## src/ade_pkg.sv

```systemverilog
// Shared constants for the attack/decay envelope block: curve resolution,
// level format, register and phase codes, and the 2^(2^-i) root table.
// No dependencies.
package ade_pkg;

   localparam int unsigned CURVE_TABLE_DEPTH = 256;
   localparam int unsigned DEPTH_LOG2 = $clog2(CURVE_TABLE_DEPTH);
   localparam int unsigned LEVEL_BITS = 16;
   localparam int unsigned N_BITS = $clog2(DEPTH_LOG2);

   // log2(e) in Q16 and the bias that centers shape 128 on exponent 1.0
   localparam logic [16:0] LOG2E_Q16 = 17'd94548;
   localparam int unsigned EXP_OFFSET = (3 << 16) - 189096;

   localparam logic [2:0] CSR_PEAK_LEVEL = 3'd0;
   localparam logic [2:0] CSR_ATTACK_MS = 3'd1;
   localparam logic [2:0] CSR_ATTACK_SHAPE = 3'd2;
   localparam logic [2:0] CSR_DECAY_MS = 3'd3;
   localparam logic [2:0] CSR_DECAY_SHAPE = 3'd4;

   localparam logic [1:0] PH_REST = 2'd0;
   localparam logic [1:0] PH_ATTACK = 2'd1;
   localparam logic [1:0] PH_HOLD = 2'd2;
   localparam logic [1:0] PH_DECAY = 2'd3;

   // 2^(2^-(i+1)) in Q30
   function automatic logic [30:0] exp2_root(input logic [3:0] idx);
      logic [30:0] r;
      unique case (idx)
         4'd0: r = 31'd1518500250;
         4'd1: r = 31'd1276901417;
         4'd2: r = 31'd1170923762;
         4'd3: r = 31'd1121280439;
         4'd4: r = 31'd1097253708;
         4'd5: r = 31'd1085434104;
         4'd6: r = 31'd1079572136;
         4'd7: r = 31'd1076653033;
         4'd8: r = 31'd1075196443;
         4'd9: r = 31'd1074468888;
         4'd10: r = 31'd1074105294;
         4'd11: r = 31'd1073923544;
         4'd12: r = 31'd1073832680;
         4'd13: r = 31'd1073787251;
         4'd14: r = 31'd1073764537;
         4'd15: r = 31'd1073753181;
      endcase
      return r;
   endfunction

endpackage

```

## src/attack_decay_envelope_top.sv

```systemverilog
// Attack/decay envelope generator: one update word in, one level word out.
// Depends on ade_pkg for constants and the exp2 root table.
//
// Usage:
//  - Request channel (req_valid/req_ready) carries one update word: the gate
//    level and the current time in ms. A rising gate starts the attack, a
//    falling gate starts the decay; both record the time.
//  - Response channel (rsp_valid/rsp_ready) returns one word per update: the
//    envelope level (Q0.16) and the phase code.
//  - Register port (csr_valid/csr_ready, csr_index, csr_data) is always
//    ready; indexes beyond the decay shape are dropped.
// Timing:
//  - One update at a time. A finished phase (hold or rest) goes straight to
//    the output step and a zero phase time goes through the blend alone. An
//    end point or a linear shape takes a 9-step bit-serial divider for the
//    curve position, a classify step and a blend. A curved shape adds passes
//    of 16 steps over one shared 32x32 multiplier for the exponent, log2 of
//    the position and exp2 of the product; the last pass is skipped when the
//    exponent product has no fraction.
//  - The result sits in an output register, so the next update is taken
//    while a result still waits; the block stalls only when it has a second
//    result ready and the receiver has not taken the first.
// Reset: synchronous, active high; registers return to their defaults and
//    the envelope state (gate, start time, end values, level) clears to zero.
module attack_decay_envelope_top (
   input  logic        clock,
   input  logic        reset,
   input  logic        req_valid,
   output logic        req_ready,
   input  logic        req_gate,
   input  logic [31:0] req_now_ms,
   output logic        rsp_valid,
   input  logic        rsp_ready,
   output logic [15:0] rsp_cv_level,
   output logic [1:0]  rsp_phase,
   input  logic        csr_valid,
   output logic        csr_ready,
   input  logic [2:0]  csr_index,
   input  logic [15:0] csr_data
);

   localparam int unsigned DL = ade_pkg::DEPTH_LOG2;
   localparam int unsigned LB = ade_pkg::LEVEL_BITS;
   localparam int unsigned NB = ade_pkg::N_BITS;
   localparam logic [LB:0] ONE = (LB+1)'(1) << LB;
   localparam logic [31:0] Q30_ONE = 32'd1 << 30;
   localparam logic [19:0] LOG_DEPTH = 20'(DL) << 16;

   typedef enum logic [3:0] {
      S_IDLE, S_DIV, S_CLASS, S_EXP, S_LOGI, S_LOG, S_PMUL, S_SHIFT, S_BLEND, S_DONE
   } state_type;

   state_type   state_ff;
   logic [3:0]  cnt_ff;
   logic [15:0] peak_ff, attack_ms_ff, decay_ms_ff;
   logic [8:0]  attack_shape_ff, decay_shape_ff;
   logic        gate_active_ff;
   logic [31:0] start_ff;
   logic [15:0] attack_end_ff, decay_end_ff, out_ff;
   logic        rsp_valid_ff;
   logic [15:0] rsp_cv_level_ff;
   logic [1:0]  rsp_phase_ff;
   logic        attack_ff, curve_pass_ff;
   logic [1:0]  ph_ff;
   logic [15:0] tms_ff;
   logic [8:0]  shape_ff;
   logic [16:0] rem_ff;
   logic [DL:0] k_ff;
   logic [15:0] efrac_ff;
   logic [2:0]  eip_ff;
   logic [31:0] acc_ff;
   logic [19:0] e_ff, lres_ff;
   logic [6:0]  sh_ff;
   logic [LB:0] c_ff;

   // intake
   logic [31:0] start_in, elapsed_in;
   logic [15:0] tsel_in;
   logic [8:0]  ssel_raw, ssel_in;
   // shared multiplier
   logic [31:0] mul_a_in, mul_b_in;
   logic [63:0] mul_p;
   // datapath helpers
   logic        div_ge_in;
   logic [16:0] div_rem_in;
   logic [25:0] shape_prod_in;
   logic [19:0] y_in, lg_in;
   logic [NB-1:0] n_in;
   logic [31:0] m_in, sq_in, shifted_in;
   logic [23:0] p_in;
   logic [6:0]  pn_in;
   logic [15:0] diff_in, d_in, out_in;
   logic        up_in;
   logic        rsp_load_in;

   assign req_ready    = (state_ff == S_IDLE);
   assign csr_ready    = 1'b1;
   assign rsp_valid    = rsp_valid_ff;
   assign rsp_cv_level = rsp_cv_level_ff;
   assign rsp_phase    = rsp_phase_ff;

   // load the output register when a result is done and the register is free
   assign rsp_load_in  = (state_ff == S_DONE) && (!rsp_valid_ff || rsp_ready);

   always_comb begin
      start_in   = (req_gate != gate_active_ff) ? req_now_ms : start_ff;
      elapsed_in = req_now_ms - start_in;
      tsel_in    = req_gate ? attack_ms_ff : decay_ms_ff;
      ssel_raw   = req_gate ? attack_shape_ff : decay_shape_ff;
      // clamp shape to 256
      ssel_in    = (ssel_raw[8] && (ssel_raw[7:0] != 8'd0)) ? 9'd256 : ssel_raw;
   end

   // divider step: one quotient bit a cycle
   always_comb begin
      div_ge_in  = (rem_ff >= {1'b0, tms_ff});
      div_rem_in = div_ge_in ? (rem_ff - {1'b0, tms_ff}) : rem_ff;
   end

   always_comb begin
      shape_prod_in = 26'(shape_ff) * 26'(ade_pkg::LOG2E_Q16);
      y_in = 20'(shape_prod_in >> 6) + 20'(ade_pkg::EXP_OFFSET);
      n_in = '0;
      for (int i = 0; i < DL; i++) begin
         if (k_ff[i]) n_in = NB'(i);
      end
      m_in = 32'(k_ff) << (30 - 32'(n_in));
      lg_in = LOG_DEPTH - lres_ff;
   end

   always_comb begin
      unique case (state_ff)
         S_EXP: begin
            mul_a_in = acc_ff;
            mul_b_in = {1'b0, ade_pkg::exp2_root(cnt_ff)};
         end
         S_LOG: begin
            mul_a_in = acc_ff;
            mul_b_in = acc_ff;
         end
         S_PMUL: begin
            mul_a_in = 32'(e_ff);
            mul_b_in = 32'(lg_in);
         end
         S_BLEND: begin
            mul_a_in = 32'(diff_in);
            mul_b_in = 32'(c_ff);
         end
         default: begin
            mul_a_in = '0;
            mul_b_in = '0;
         end
      endcase
      mul_p = 64'(mul_a_in) * 64'(mul_b_in);
   end

   always_comb begin
      sq_in = mul_p[61:30];
      p_in  = mul_p[39:16];
      pn_in = (p_in[23:16] > 8'd64) ? 7'd64 : p_in[22:16];
      shifted_in = (sh_ff >= 7'd64) ? 32'd0 : (acc_ff >> sh_ff);
   end

   // blend toward the segment target, truncating toward the start value
   always_comb begin
      up_in = (peak_ff >= decay_end_ff);
      if (attack_ff) begin
         diff_in = up_in ? (peak_ff - decay_end_ff) : (decay_end_ff - peak_ff);
      end else begin
         diff_in = attack_end_ff;
      end
      d_in = mul_p[LB+15:LB];
      if (attack_ff) begin
         out_in = up_in ? (decay_end_ff + d_in) : (decay_end_ff - d_in);
      end else begin
         out_in = attack_end_ff - d_in;
      end
   end

   always_ff @(posedge clock) begin
      if (reset) begin
         state_ff        <= S_IDLE;
         cnt_ff          <= '0;
         peak_ff         <= 16'd65535;
         attack_ms_ff    <= 16'd100;
         attack_shape_ff <= 9'd128;
         decay_ms_ff     <= 16'd100;
         decay_shape_ff  <= 9'd128;
         gate_active_ff  <= 1'b0;
         start_ff        <= '0;
         attack_end_ff   <= '0;
         decay_end_ff    <= '0;
         out_ff          <= '0;
         rsp_valid_ff    <= 1'b0;
         curve_pass_ff   <= 1'b0;
      end else begin
         if (csr_valid) begin
            unique case (csr_index)
               ade_pkg::CSR_PEAK_LEVEL:   peak_ff <= csr_data;
               ade_pkg::CSR_ATTACK_MS:    attack_ms_ff <= csr_data;
               ade_pkg::CSR_ATTACK_SHAPE: attack_shape_ff <= csr_data[8:0];
               ade_pkg::CSR_DECAY_MS:     decay_ms_ff <= csr_data;
               ade_pkg::CSR_DECAY_SHAPE:  decay_shape_ff <= csr_data[8:0];
               default: ;
            endcase
         end

         if (rsp_load_in) rsp_valid_ff <= 1'b1;
         else if (rsp_valid_ff && rsp_ready) rsp_valid_ff <= 1'b0;

         unique case (state_ff)
            S_IDLE: begin
               if (req_valid) begin
                  gate_active_ff <= req_gate;
                  start_ff       <= start_in;
                  attack_ff      <= req_gate;
                  tms_ff         <= tsel_in;
                  shape_ff       <= ssel_in;
                  if (elapsed_in > 32'(tsel_in)) begin
                     // phase over: hold level and end values
                     ph_ff    <= req_gate ? ade_pkg::PH_HOLD : ade_pkg::PH_REST;
                     state_ff <= S_DONE;
                  end else begin
                     ph_ff <= req_gate ? ade_pkg::PH_ATTACK : ade_pkg::PH_DECAY;
                     if (tsel_in == 16'd0) begin
                        c_ff     <= ONE;
                        state_ff <= S_BLEND;
                     end else begin
                        rem_ff   <= elapsed_in[16:0];
                        k_ff     <= '0;
                        cnt_ff   <= 4'(DL);
                        state_ff <= S_DIV;
                     end
                  end
               end
            end
            S_DIV: begin
               rem_ff <= {div_rem_in[15:0], 1'b0};
               k_ff   <= {k_ff[DL-1:0], div_ge_in};
               cnt_ff <= cnt_ff - 4'd1;
               if (cnt_ff == 4'd0) state_ff <= S_CLASS;
            end
            S_CLASS: begin
               priority if (k_ff[DL]) begin
                  c_ff     <= ONE;
                  state_ff <= S_BLEND;
               end else if (k_ff == '0) begin
                  c_ff     <= '0;
                  state_ff <= S_BLEND;
               end else if (shape_ff == 9'd128) begin
                  c_ff     <= (LB+1)'(k_ff) << (LB - DL);
                  state_ff <= S_BLEND;
               end else begin
                  efrac_ff      <= y_in[15:0];
                  eip_ff        <= y_in[18:16];
                  acc_ff        <= Q30_ONE;
                  cnt_ff        <= '0;
                  curve_pass_ff <= 1'b0;
                  state_ff      <= S_EXP;
               end
            end
            S_EXP: begin
               if (efrac_ff[~cnt_ff]) acc_ff <= sq_in;
               cnt_ff <= cnt_ff + 4'd1;
               if (cnt_ff == 4'd15) state_ff <= curve_pass_ff ? S_SHIFT : S_LOGI;
            end
            S_LOGI: begin
               e_ff     <= 20'(acc_ff >> (5'd17 - 5'(eip_ff)));
               acc_ff   <= m_in;
               lres_ff  <= 20'(n_in) << 16;
               cnt_ff   <= '0;
               state_ff <= S_LOG;
            end
            S_LOG: begin
               if (sq_in[31]) begin
                  acc_ff           <= sq_in >> 1;
                  lres_ff[~cnt_ff] <= 1'b1;
               end else begin
                  acc_ff <= sq_in;
               end
               cnt_ff <= cnt_ff + 4'd1;
               if (cnt_ff == 4'd15) state_ff <= S_PMUL;
            end
            S_PMUL: begin
               acc_ff <= Q30_ONE;
               if (p_in[15:0] == 16'd0) begin
                  sh_ff    <= 7'(30 - LB) + pn_in;
                  state_ff <= S_SHIFT;
               end else begin
                  sh_ff         <= 7'(30 - LB + 1) + pn_in;
                  efrac_ff      <= 16'd0 - p_in[15:0];
                  cnt_ff        <= '0;
                  curve_pass_ff <= 1'b1;
                  state_ff      <= S_EXP;
               end
            end
            S_SHIFT: begin
               c_ff     <= (shifted_in > 32'(ONE)) ? ONE : shifted_in[LB:0];
               state_ff <= S_BLEND;
            end
            S_BLEND: begin
               out_ff <= out_in;
               if (attack_ff) attack_end_ff <= out_in;
               else decay_end_ff <= out_in;
               state_ff <= S_DONE;
            end
            S_DONE: begin
               // advance only when the output register is free
               if (rsp_load_in) begin
                  rsp_cv_level_ff <= out_ff;
                  rsp_phase_ff    <= ph_ff;
                  state_ff        <= S_IDLE;
               end
            end
            default: state_ff <= S_IDLE;
         endcase
      end
   end

endmodule

```

## config.mk

```make
export PLATFORM = sky130hd
export DESIGN_NAME = attack_decay_envelope_top
export DESIGN_NICKNAME = d
export VERILOG_FILES = /design/src/ade_pkg.sv /design/src/attack_decay_envelope_top.sv
export SDC_FILE = /design/constraint.sdc
export NUM_CORES = 2
export LEC_CHECK = 0
export ABC_AREA = 1
export ABC_CLOCK_PERIOD_IN_PS = 12850
export CORE_ASPECT_RATIO = 0.7
export CORE_MARGIN = 2
export CORE_UTILIZATION = 50
export CTS_CLUSTER_DIAMETER = 40
export CTS_CLUSTER_SIZE = 12
export DETAILED_ROUTE_END_ITERATION = 6
export DONT_BUFFER_PORTS = 1
export SYNTH_ARGS = -nofsm -noshare
export SYNTH_HDL_FRONTEND = slang
export SYNTH_SLANG_ARGS = --single-unit
```

## constraint.sdc

```tcl
create_clock -name clock -period 12.85 [get_ports clock]
set_input_delay 1.285 -clock clock [delete_from_list [all_inputs] [get_ports clock]]
set_output_delay 1.285 -clock clock [all_outputs]
set_load 0.01 [all_outputs]
```

==> metrics <==
hold wc startpoint=ph_ff[1]$_DFFE_PP_; multi-input combinational cell area=about 44,000 um2; max-cap violations=0; Worst Skew=around 0.034 ns; worst-skew pair later-pin latency=between 0.6 and 0.7 ns; P_leak=between 20 and 30 nW; status=finished, violations left; biggest area consumer among synthesized cells=fa_1; EDFF count, synth=around 190; routed length on met3=28.67 mm; Slew @ Worst Pin=1.269 ns; area share of the leading cell type in the synthesized netlist=a little under a third; hpwl dp=approximately 180 mm; Worst Path Required=13.39 ns; Syn Nets=roughly 9,000; Top FF cell, synth=edfxtp_1; CTS clk-pin slew, worst paths=0.06 ns; final cycle utilization of the critical path=between 90% and 100%; reg2reg start=decay_end_ff[10]$_SDFFE_PP0P_; Die Wd=approximately 420 um; post-route DRC violation count=68; setup_tns=0 ns; hold buffers post-CTS=0; initial antenna violation count=10; Slew HR=roughly 15%; CP max stage cell=o21ai_0; Routed WL=214.6 mm; post-DR vias/cell=about 5.7; vias in the first global route=a little over 50,000; Synth Register Bits=372; htree depth=2; total power=8.710 mW; final-stage net count=approximately 8,900; commonest non-fill, non-tap cell in the layout=inv_1; violated checks=DRC; die height=292.3 um; num ports=slightly below 80; CTS tree=built; most frequent cells in the layout=inv_1, nand2_1, nor2_1; Core Box Area=between 100,000 and 150,000 um2; Max Freq=81.52 MHz; Max Slew Vio Count=0; die area=121,600 um2; worst stage delay on the critical path=0.53 ns; Hold Path Class=flip-flop to flip-flop; cts bufs inserted=46; power per cell area=~140 nW/um2; crit path max fanout=12; top routing layer in use=met5; fin crit period=roughly 12 ns; First-pass DRT Iterations=7; met2 WL=a little over 80 mm; Setup CP Type=flip-flop to flip-flop; initial drt markers=~6,500; largest net degree at the start of global routing=93; Final Hold Viols=0; Hold Slack=0.4087 ns; fillcell total=~11,000; total track usage=between 30% and 40%; CP Capture Type=flip-flop; clock root cell=clkbuf_16; first-pass GRT wire length=325.3 mm; Synth cell types=78; total grt overflow=0; fin worst setup slack=approximately 0.58 ns; gpl congestion=1.000; clock buffer depth=3; share of layout cells above drive strength 1=under 10%; origin of the worst setup path=decay_end_ff[10]$_SDFFE_PP0P_; CP arrival=about 13 ns; cell mode on critical path=inv_1; Post-Syn Instances=7,562; cell area after synthesis=roughly 59,000 um2; pre-CTS worst setup slack=between 0.4 and 0.5 ns; DR vias=a little over 50,000; ANT nets after route=0; drt wl/cell=~24 um; Synth Warn #=0; Seq. cell area=between 9000 and 10,000 um2; Worst setup SP type=flip-flop; Final setup viols=0; post-synthesis sequential area ratio=15.67%; Std-Cell Rows=approximately 110; worst vdd ir=around 0.17 mV; clock sinks=372; Port Buffer Count=0; largest cells by area after synthesis=fa_1, edfxtp_1, ha_1; Avg Cell Area, Syn=between 7 and 8 um2; area grow syn2layout=6.778%; M1 WL=about 100 mm; Starting Density=50.56%; asr flop ratio synth=0%
[path summary, 6_finish.rpt]
check | to | slack, ns | depth (start not counted)
max reg2reg | decay_end_ff[9]$_SDFFE_PP0P_ | 0.58 | 61
min | rsp_phase[1]$_DFFE_PP_ | 0.41 | 0
max | decay_end_ff[9]$_SDFFE_PP0P_ | 0.58 | 61
min reg2reg | rsp_phase[1]$_DFFE_PP_ | 0.41 | 0
[sequential cells by signal (all words and copies together), names as in the netlist, 17 cells and up, named ones only]
signal	count
rem_ff	17
e_ff	20
lres_ff	19
acc_ff	32
start_ff	32
c_ff	17
[per-layer routing]
layer	global-route usage (%)	up-vias
met2	47.39	2747
met5	0	-
li1	-	23310
met3	10.44	275
met1	56.78	25520
met4	5.898	4
[worst max-delay path, delay by kind of cell, from the launching register on]
kind                       cells  cell delay [ns]
buffers and inverters         15             1.39
DFF                            1             0.51
xor gates and xnor gates       3             0.40
and+or+nand+nor               18             2.07
adders and majority gates     12             5.05
AOI/OAI and AO/OA             13             2.77
[kinds of logic (layout without fill, tap and decap cells)]
| family | after synthesis | in the layout | synth area share [%] |
|---|---|---|---|
| multiplexers | 80 | 80 | 1.348 |
| AO/OA/AOI/OAI | 1034 | 1034 | 9.929 |
| buffers and inverters | 1783 | 1773 | 11.40 |
| flip-flops | 372 | 372 | 15.67 |
| XOR/XNOR | 133 | 133 | 2.044 |
| adder cells (fa/ha/maj) | 1373 | 1373 | 40.71 |
| AND/OR/NAND/NOR | 2786 | 2786 | 18.89 |
| other | 1 | 2 | 0.006314 |
[cells in the mapped netlist (80+ instances only)]
library cell  count
a21oi_1         324
clkbuf_1        242
dfxtp_1         186
edfxtp_1        186
fa_1            932
ha_1            441
inv_1          1443
mux2i_1          80
nand2_1        1357
nand3_1         173
nor2_1         1066
o21ai_0         412
xor2_1           94
[area by class of cell]
cell class	count	share of cell area, %
Multi-Input combinational cell	5407	68.63
Timing Repair Buffer	197	2.403
Sequential cell	372	14.68
Clock buffer	62	1.975
Tap cell	1551	3.060
Clock inverter	24	0.3986
Antenna cell	1	0.003946
Inverter	1490	8.847
[power by group]
group          internal, mW  switching [mW]  total (mW)  leakage, nW
Sequential             1.55           0.157        1.71         3.26
Combinational          1.72            3.92        5.64         24.6
Clock                 0.758           0.605        1.36        0.732
Total                  4.03            4.68        8.71         28.6
[through the flow]
stage,cell area [um2],util [%],std cells
after floorplan,59390,-,7562
after global placement,61760,52.58,9015
after detailed placement,61760,52.58,9015
after CTS,63260,53.86,9101
after global routing,63410,53.99,9103
final,63410,53.99,9104
[repair_timing]
| item | in CTS | in global routing |
|---|---|---|
| endpoints found under the setup margin | 0 | 94 |
| endpoints found under the hold margin | 0 | 0 |
| buffers inserted | 0 | 2 |
| gates resized for setup | 0 | 37 |
(Power assumes the default switching activity.)
